**src/rtl/qspd_pkg.sv**
```systemverilog
// types, character codes and helpers shared by the query string pair decoder
package qspd_pkg;

  localparam logic [7:0] CH_AMP   = 8'h26;
  localparam logic [7:0] CH_EQ    = 8'h3D;
  localparam logic [7:0] CH_PCT   = 8'h25;
  localparam logic [7:0] CH_PLUS  = 8'h2B;
  localparam logic [7:0] CH_SPACE = 8'h20;
  localparam logic [7:0] CH_0     = 8'h30;
  localparam logic [7:0] CH_9     = 8'h39;
  localparam logic [7:0] CH_A     = 8'h41;
  localparam logic [7:0] CH_F     = 8'h46;

  typedef enum logic [2:0] {
    ESC_NONE = 3'b001,
    ESC_HI   = 3'b010,
    ESC_LO   = 3'b100
  } esc_phase_t;

  typedef enum logic [1:0] {
    ST_OK       = 2'd0,
    ST_NO_EQ    = 2'd1,
    ST_NO_PAIRS = 2'd2
  } status_t;

  typedef struct packed {
    logic       in_value;
    logic       pair_started;
    esc_phase_t esc_phase;
    logic [3:0] high_nibble;
    logic       any_pair_seen;
    logic       failed;
  } dec_state_t;

  typedef struct packed {
    logic       has_char;
    logic [7:0] ch;
    logic       in_value_part;
    logic       pair_done;
    logic       pair_kept;
    logic       query_done;
    status_t    status;
  } result_t;

  localparam dec_state_t STATE_RESET = '{
    in_value:      1'b0,
    pair_started:  1'b0,
    esc_phase:     ESC_NONE,
    high_nibble:   4'd0,
    any_pair_seen: 1'b0,
    failed:        1'b0
  };

  // bit 4 set when the byte is not an upper-case hex digit
  function automatic logic [4:0] hex_digit(input logic [7:0] b);
    logic [7:0] d;
    begin
      d = 8'd0;
      if (b >= CH_0 && b <= CH_9) begin
        d = b - CH_0;
        hex_digit = {1'b0, d[3:0]};
      end else if (b >= CH_A && b <= CH_F) begin
        d = b - CH_A + 8'd10;
        hex_digit = {1'b0, d[3:0]};
      end else begin
        hex_digit = 5'h10;
      end
    end
  endfunction

endpackage

```
**src/rtl/qspd_in_stage.sv**
```systemverilog
// input register for one query byte with its stall
module qspd_in_stage import qspd_pkg::*; (
  input  logic       clk,
  input  logic       rst_n,
  input  logic       in_valid,
  output logic       in_stall,
  input  logic [7:0] in_byte,
  input  logic       in_last,
  input  logic       take,
  output logic       s_valid,
  output logic [7:0] s_byte,
  output logic       s_last
);

  logic       valid_r;
  logic [7:0] byte_r;
  logic       last_r;

  assign in_stall = valid_r && !take;

  always_ff @(posedge clk) begin
    if (!rst_n) begin
      valid_r <= 1'b0;
    end else if (!in_stall) begin
      valid_r <= in_valid;
    end
  end

  always_ff @(posedge clk) begin
    if (!in_stall && in_valid) begin
      byte_r <= in_byte;
      last_r <= in_last;
    end
  end

  assign s_valid = valid_r;
  assign s_byte  = byte_r;
  assign s_last  = last_r;

endmodule

```
**src/rtl/qspd_decode.sv**
```systemverilog
// next-state and result logic for one query byte
module qspd_decode import qspd_pkg::*; (
  input  dec_state_t  cur,
  input  logic [7:0]  b,
  input  logic        last,
  input  logic        lenient,
  output dec_state_t  nxt,
  output result_t     res,
  output logic        has_result
);

  logic [4:0] digit;

  assign digit = hex_digit(b);

  always_comb begin
    nxt = cur;
    res = '0;
    if (!cur.failed) begin
      if (b == CH_AMP) begin
        if (cur.pair_started) begin
          res.pair_done = 1'b1;
          res.pair_kept = cur.in_value;
          if (!cur.in_value && !lenient) begin
            nxt.failed = 1'b1;
          end
        end
        nxt.in_value     = 1'b0;
        nxt.pair_started = 1'b0;
        nxt.esc_phase    = ESC_NONE;
        nxt.high_nibble  = 4'd0;
      end else begin
        nxt.pair_started  = 1'b1;
        nxt.any_pair_seen = 1'b1;
        if (!cur.in_value) begin
          if (b == CH_EQ) begin
            nxt.in_value  = 1'b1;
            nxt.esc_phase = ESC_NONE;
          end else begin
            res.has_char = 1'b1;
            res.ch       = b;
          end
        end else if (lenient) begin
          res.has_char      = 1'b1;
          res.ch            = b;
          res.in_value_part = 1'b1;
        end else begin
          unique case (cur.esc_phase)
            ESC_HI: begin
              if (!digit[4]) begin
                nxt.high_nibble = digit[3:0];
                nxt.esc_phase   = ESC_LO;
              end else begin
                nxt.esc_phase = ESC_NONE;
              end
            end
            ESC_LO: begin
              if (!digit[4]) begin
                res.has_char      = 1'b1;
                res.ch            = {cur.high_nibble, digit[3:0]};
                res.in_value_part = 1'b1;
              end
              nxt.esc_phase = ESC_NONE;
            end
            default: begin
              if (b == CH_PCT) begin
                nxt.esc_phase = ESC_HI;
              end else begin
                res.has_char      = 1'b1;
                res.ch            = (b == CH_PLUS) ? CH_SPACE : b;
                res.in_value_part = 1'b1;
              end
            end
          endcase
        end
        if (last) begin
          res.pair_done = 1'b1;
          res.pair_kept = nxt.in_value;
          if (!nxt.in_value && !lenient) begin
            nxt.failed = 1'b1;
          end
        end
      end
    end

    if (last) begin
      res.query_done = 1'b1;
      if (nxt.failed) begin
        res.status = ST_NO_EQ;
      end else if (!nxt.any_pair_seen) begin
        res.status = ST_NO_PAIRS;
      end else begin
        res.status = ST_OK;
      end
      nxt = STATE_RESET;
    end
  end

  assign has_result = res.has_char || res.pair_done || res.query_done;

endmodule

```
**src/rtl/qspd_out_stage.sv**
```systemverilog
// result register facing the output channel
module qspd_out_stage import qspd_pkg::*; (
  input  logic    clk,
  input  logic    rst_n,
  input  logic    load,
  input  result_t res,
  output logic    ready,
  output logic    out_valid,
  input  logic    out_stall,
  output result_t out_res
);

  logic    valid_r;
  result_t res_r;

  assign ready = !valid_r || !out_stall;

  always_ff @(posedge clk) begin
    if (!rst_n) begin
      valid_r <= 1'b0;
    end else if (ready) begin
      valid_r <= load;
    end
  end

  always_ff @(posedge clk) begin
    if (ready && load) begin
      res_r <= res;
    end
  end

  assign out_valid = valid_r;
  assign out_res   = res_r;

endmodule

```
**src/rtl/query_string_pair_decoder.sv**
```systemverilog
// Query string pair decoder: splits a query byte stream into name/value bytes
// and pair/query markers, with optional percent and plus decoding of values.
// Input channel: one query byte per beat on in_byte, in_last marks the final
// byte. A beat is taken when in_valid is high and in_stall is low.
// Output channel: at most one result beat per input beat; bytes that only
// open an escape, consume an escape digit, hit '=' in a name or get skipped
// after a failure give no result. out_has_char flags a data byte, and
// out_pair_done / out_query_done mark pair and query ends.
// Path: a byte taken into the input register is decoded into the result
// register once the result register can load; an output stall holds it back.
// Throughput: one byte per cycle, sustained, when the output is not stalled;
// the per-byte state update is a single pass between the two registers.
// cfg_wr_en / cfg_wr_data write lenient mode; write only when idle.
// Reset: both registers empty, pair and escape state cleared, strict mode.
// Stall: out_stall holds the result register; the input register then
// holds its byte and in_stall rises until the result register frees up.
module query_string_pair_decoder import qspd_pkg::*; (
  input  logic       clk,
  input  logic       rst_n,
  input  logic       cfg_wr_en,
  input  logic       cfg_wr_data,
  input  logic       in_valid,
  output logic       in_stall,
  input  logic [7:0] in_byte,
  input  logic       in_last,
  output logic       out_valid,
  input  logic       out_stall,
  output logic       out_has_char,
  output logic [7:0] out_char,
  output logic       out_in_value_part,
  output logic       out_pair_done,
  output logic       out_pair_kept,
  output logic       out_query_done,
  output logic [1:0] out_status
);

  logic       lenient_r;
  dec_state_t state_r;
  dec_state_t state_nxt;
  logic       s_valid;
  logic [7:0] s_byte;
  logic       s_last;
  logic       out_ready;
  logic       take;
  result_t    res;
  logic       has_result;
  result_t    out_res;

  assign take = s_valid && out_ready;

  always_ff @(posedge clk) begin
    if (!rst_n) begin
      lenient_r <= 1'b0;
    end else if (cfg_wr_en) begin
      lenient_r <= cfg_wr_data;
    end
  end

  always_ff @(posedge clk) begin
    if (!rst_n) begin
      state_r <= STATE_RESET;
    end else if (take) begin
      state_r <= state_nxt;
    end
  end

  qspd_in_stage u_in (
    .clk      (clk),
    .rst_n    (rst_n),
    .in_valid (in_valid),
    .in_stall (in_stall),
    .in_byte  (in_byte),
    .in_last  (in_last),
    .take     (take),
    .s_valid  (s_valid),
    .s_byte   (s_byte),
    .s_last   (s_last)
  );

  qspd_decode u_dec (
    .cur        (state_r),
    .b          (s_byte),
    .last       (s_last),
    .lenient    (lenient_r),
    .nxt        (state_nxt),
    .res        (res),
    .has_result (has_result)
  );

  qspd_out_stage u_out (
    .clk       (clk),
    .rst_n     (rst_n),
    .load      (take && has_result),
    .res       (res),
    .ready     (out_ready),
    .out_valid (out_valid),
    .out_stall (out_stall),
    .out_res   (out_res)
  );

  assign out_has_char      = out_res.has_char;
  assign out_char          = out_res.ch;
  assign out_in_value_part = out_res.in_value_part;
  assign out_pair_done     = out_res.pair_done;
  assign out_pair_kept     = out_res.pair_kept;
  assign out_query_done    = out_res.query_done;
  assign out_status        = out_res.status;

endmodule

```
**config.mk**
```make
export PLATFORM = sky130hd
export DESIGN_NAME = query_string_pair_decoder
export DESIGN_NICKNAME = d
export VERILOG_FILES = /design/src/rtl/qspd_pkg.sv /design/src/rtl/qspd_in_stage.sv /design/src/rtl/qspd_decode.sv /design/src/rtl/qspd_out_stage.sv /design/src/rtl/query_string_pair_decoder.sv
export SDC_FILE = /design/constraint.sdc
export NUM_CORES = 1
export LEC_CHECK = 0
export ABC_CLOCK_PERIOD_IN_PS = 3900
export BUFFER_PORTS_ARGS = -buffer_cell sky130_fd_sc_hd__buf_2
export CELL_PAD_IN_SITES_DETAIL_PLACEMENT = 1
export CELL_PAD_IN_SITES_GLOBAL_PLACEMENT = 1
export CORE_ASPECT_RATIO = 1.75
export CORE_MARGIN = 4
export CORE_UTILIZATION = 40
export DETAILED_ROUTE_END_ITERATION = 10
export GPL_TIMING_DRIVEN = 0
export PLACE_DENSITY_LB_ADDON = 0.1
export SYNTH_ARGS = -nofsm -noshare
export SYNTH_HDL_FRONTEND = slang
export SYNTH_SLANG_ARGS = --single-unit
```
**constraint.sdc**
```tcl
create_clock -name clk -period 3.9 [get_ports clk]
set_clock_uncertainty 0.15 [all_clocks]
set_input_delay 1.17 -clock clk [delete_from_list [all_inputs] [get_ports clk]]
set_output_delay 1.17 -clock clk [all_outputs]
set_load 0.005 [all_outputs]
```
==> results.rst <==
.. list-table::
   :header-rows: 1

   * - Metric
     - Value
   * - Run status
     - complete, no violations
   * - Main flop type after synthesis
     - sky130_fd_sc_hd__edfxtp_1
   * - CP delay by family, top
     - compound AO/OA/AOI/OAI gates
   * - Number of logic stages on the critical path including buffering
     - 7
   * - Setup repair after global routing missed its margin
     - no
   * - Cell type with the highest aggregate area in the netlist
     - sky130_fd_sc_hd__edfxtp_1
   * - Number of synthesized register bits
     - 38
   * - Global-route wire length before repair
     - 8860 µm
   * - Placed wire-length estimate after detailed placement
     - 4540 µm
   * - Count of flip-flops with a built-in enable after synthesis
     - 24
   * - Share of the synthesized area in the top cell type
     - 35.3%
   * - Depth of the worst register-to-register path
     - 7
   * - Power density cells
     - 339 nW/µm²
   * - Clock sink count
     - 38
   * - Endpoints failing hold
     - 0
   * - Data required time at the worst endpoint
     - 3.66 ns
   * - Maximum clock rate
     - 295 MHz
   * - DIE HEIGHT
     - 102 µm
   * - Cell area after synthesis
     - 2040 µm²
   * - Area inside the core boundary
     - 4980 µm²
   * - Top cells by area in the synthesized netlist
     - sky130_fd_sc_hd__edfxtp_1 35%, sky130_fd_sc_hd__dfxtp_1 14%, sky130_fd_sc_hd__a21oi_1 3.9%
   * - Hold/Removal Path Class
     - reg2reg
   * - Synthesized instance count
     - 195
   * - Critical path, cell by cell
     - inv_1 > ha_1 > o21bai_1 > a21oi_1 > o21ai_0 > a21o_1 > a21oi_2
   * - Number of antenna-violating nets in the routed design
     - 0
   * - Violation count after the first detailed-routing iteration
     - 66
   * - Largest driver fanout on the critical path
     - 15
   * - GPL Wtd Cong
     - 0.825
   * - TritonCTS clock tree
     - done
   * - Total track usage
     - 19.3%
   * - Register clock-pin slew on the reported worst setup and hold paths
     - 0.08 ns
   * - Setup slack of the most critical reg-to-reg path
     - 0.51 ns
   * - Source of the critical timing path
     - u_in.s_byte[1]
   * - DRC Markers
     - 0
   * - Number of antenna violations at the first check in global routing
     - 0
   * - CTS Hold Bufs
     - 0
   * - Most common cell after layout, fill and taps aside
     - sky130_fd_sc_hd__buf_2
   * - Overall die area
     - 6350 µm²
   * - Number of failing setup endpoints in the final timing report
     - 0
   * - Synthesized netlist net count
     - 214
   * - Clock Root Buffer
     - sky130_fd_sc_hd__clkbuf_8
   * - Worst reg2reg path endpoint
     - u_out.out_res[5]
   * - Sequential fraction of the synthesis area
     - 49.1%
   * - Maximum clock path buffer count
     - 2
   * - Global route overflow
     - 0
   * - Via count of the first global-routing pass
     - 1,749
   * - Share of cells above drive strength 1
     - 24.8%
   * - Synthesis warning total
     - 0
   * - Maximum Capacitance Violations
     - 0
   * - Number of buffers added for setup after CTS
     - 0
   * - Worst-Margin Slew
     - 0.843 ns
   * - Post-route fraction of the period consumed by the critical path
     - 86.9%
   * - Number of max-slew violations in the final report
     - 0
   * - Maximum number of pins on one net before global-route repair
     - 16
   * - CP Capture Point
     - u_out.out_res[5]
   * - Highest-delay cell along the critical path
     - sky130_fd_sc_hd__a21oi_2
   * - Die Wd
     - 62.0 µm
   * - Buffers plus inverters on the worst setup path
     - 1
   * - Mean number of vias per cell
     - 5.89
   * - Endpoint arrival time on the critical path
     - 3.15 ns
   * - R2R Path Start
     - u_in.s_byte[1]
   * - Element type at the critical path end
     - flip-flop
   * - Initial core utilization
     - 41.0%
   * - Clock buffer count from CTS
     - 5
   * - Crit Path Class
     - reg2reg
   * - Most used cells in the layout excluding fill and tap cells
     - 31 x sky130_fd_sc_hd__buf_2, 24 x sky130_fd_sc_hd__edfxtp_1, 18 x sky130_fd_sc_hd__nor2_1
   * - Sum of routed wire length over all layers
     - 5660 µm
   * - Setup TNS
     - 0 ns
   * - Total of cells resized after clock tree synthesis
     - 0
   * - Startpoint types
     - flip-flop
   * - Worst-case headroom to the max-slew limit
     - 43.8%
   * - Port-buffer cells
     - 31
   * - Synth cell types
     - 55
   * - Biggest cell delay along the critical path
     - 0.70 ns
   * - Post-layout power
     - 0.796 mW
   * - Htree depth
     - 2
   * - Final period demand of the worst path
     - 3.39 ns
   * - Total number of vias
     - 1,696
   * - Syn Area/Cell
     - 10.5 µm²
   * - Leak pwr
     - 0.877 nW
   * - Maximum vdd drop
     - 260 µV
   * - Top-Level Pins
     - 32
   * - Clock latency on the worst-skew pair
     - 0.29 ns
   * - Final #Nets
     - 252
   * - Number of core rows
     - 34
   * - Growth of design area from synthesis to finish
     - 15.3%
   * - Number of diodes
     - 0
   * - Proportion of synthesized flip-flops having asynchronous set or reset
     - 0%
   * - First-pass detailed-route iteration total
     - 4
   * - Final routed wire length divided by cell count
     - 19.7 µm
[through the flow]
| stage | utilization [%] | setup slack (ns) | hold WS [ns] | area, µm² | cells |
|---|---|---|---|---|---|
| global placement | 45.5 | 0.180 | 0.304 | 2260 | 280 |
| floorplan | - | 0.762 | 0.288 | 2040 | 195 |
| detailed placement | 45.5 | 0.0562 | 0.320 | 2260 | 280 |
| global route | 47.2 | 0.231 | 0.352 | 2350 | 288 |
| CTS | 47.2 | 0.0182 | 0.331 | 2350 | 288 |
| finish | 47.2 | 0.509 | 0.333 | 2350 | 288 |
[cell type report]
| type | instances | area (µm²) |
|---|---|---|
| flip-flops and latches | 38 | 1000 |
| clock buffers | 5 | 68.8 |
| well taps | 54 | 67.6 |
| inverters | 6 | 22.5 |
| fillers | 564 | 2630 |
| plain buffers | 8 | 67.6 |
| repair buffers | 31 | 155 |
| clock inverters | 3 | 16.3 |
| multi-input cells | 143 | 952 |
[worst min path at each step]
stage / start / slack [ns] / to / cells after the start
global route: state_r[4] / 0.35 / state_r[4] / 2
detailed placement: state_r[4] / 0.32 / state_r[4] / 2
CTS: state_r[4] / 0.33 / state_r[4] / 2
finish: state_r[4] / 0.33 / state_r[4] / 2
global placement: state_r[1] / 0.30 / state_r[1] / 2
floorplan: state_r[4] / 0.29 / state_r[4] / 2
[kinds of logic after synthesis]
| group | share of synthesized area, % |
|---|---|
| xor gates and xnor gates | 0.430 |
| adders and majority gates | 2.45 |
| buffers and inverters | 4.42 |
| muxes | 3.99 |
| AOI/OAI and AO/OA | 16.6 |
| and+or+nand+nor | 23.0 |
| DFF | 49.1 |
[power breakdown]
part | internal (mW) | leakage, nW | switching, mW
logic | 0.0338 | 0.494 | 0.0424
registers | 0.444 | 0.341 | 0.0144
clock network | 0.122 | 0.0416 | 0.139
total | 0.601 | 0.877 | 0.196
[state kept, by name, indices dropped and copies added, names as in the netlist]
name,count
u_out.out_res,15
state_r,11
u_in.s_byte,8
lenient_r,1
u_in.s_last,1
u_in.s_valid,1
u_out.out_valid,1
[synth_stat cells, types with 2 or more instances]
master / n
sky130_fd_sc_hd__nor4_1: 2
sky130_fd_sc_hd__a31o_2: 2
sky130_fd_sc_hd__a2bb2oi_1: 2
sky130_fd_sc_hd__nor2b_1: 2
sky130_fd_sc_hd__inv_1: 6
sky130_fd_sc_hd__nor2_1: 18
sky130_fd_sc_hd__and2_1: 2
sky130_fd_sc_hd__a21oi_1: 16
sky130_fd_sc_hd__nor4bb_1: 2
sky130_fd_sc_hd__a22o_1: 2
sky130_fd_sc_hd__nand2b_1: 3
sky130_fd_sc_hd__clkbuf_1: 4
sky130_fd_sc_hd__o21bai_1: 2
sky130_fd_sc_hd__edfxtp_1: 24
sky130_fd_sc_hd__or4_1: 3
sky130_fd_sc_hd__and3_1: 2
sky130_fd_sc_hd__dfxtp_1: 14
sky130_fd_sc_hd__o21ai_0: 8
sky130_fd_sc_hd__nand3b_1: 5
sky130_fd_sc_hd__or2_2: 2
sky130_fd_sc_hd__a31oi_1: 2
sky130_fd_sc_hd__o2111ai_1: 2
sky130_fd_sc_hd__mux2i_1: 7
sky130_fd_sc_hd__nand2_1: 16
sky130_fd_sc_hd__ha_1: 4
sky130_fd_sc_hd__clkbuf_8: 3
sky130_fd_sc_hd__o211ai_1: 2
sky130_fd_sc_hd__nor3b_1: 5
sky130_fd_sc_hd__nand3_1: 6
sky130_fd_sc_hd__nor3_1: 2
[routing by layer]
layer	vias up	GRT usage (%)	share of wire (%)	routed length [µm]
met5	-	0	0	0
met4	0	9.48	4.2	236
met3	15	2.65	3.3	189
met2	47	34.8	56	3150
met1	829	20.9	37	2080
li1	805	-	-	-
[tightest hold or removal path, delay by kind of cell, from the launching register on]
kind | cells | cell delay [ns]
flip-flops | 1 | 0.32
multiplexers | 1 | 0.06
AND/OR/NAND/NOR | 1 | 0.05
Note: power is estimated with default switching activity, not from simulation.
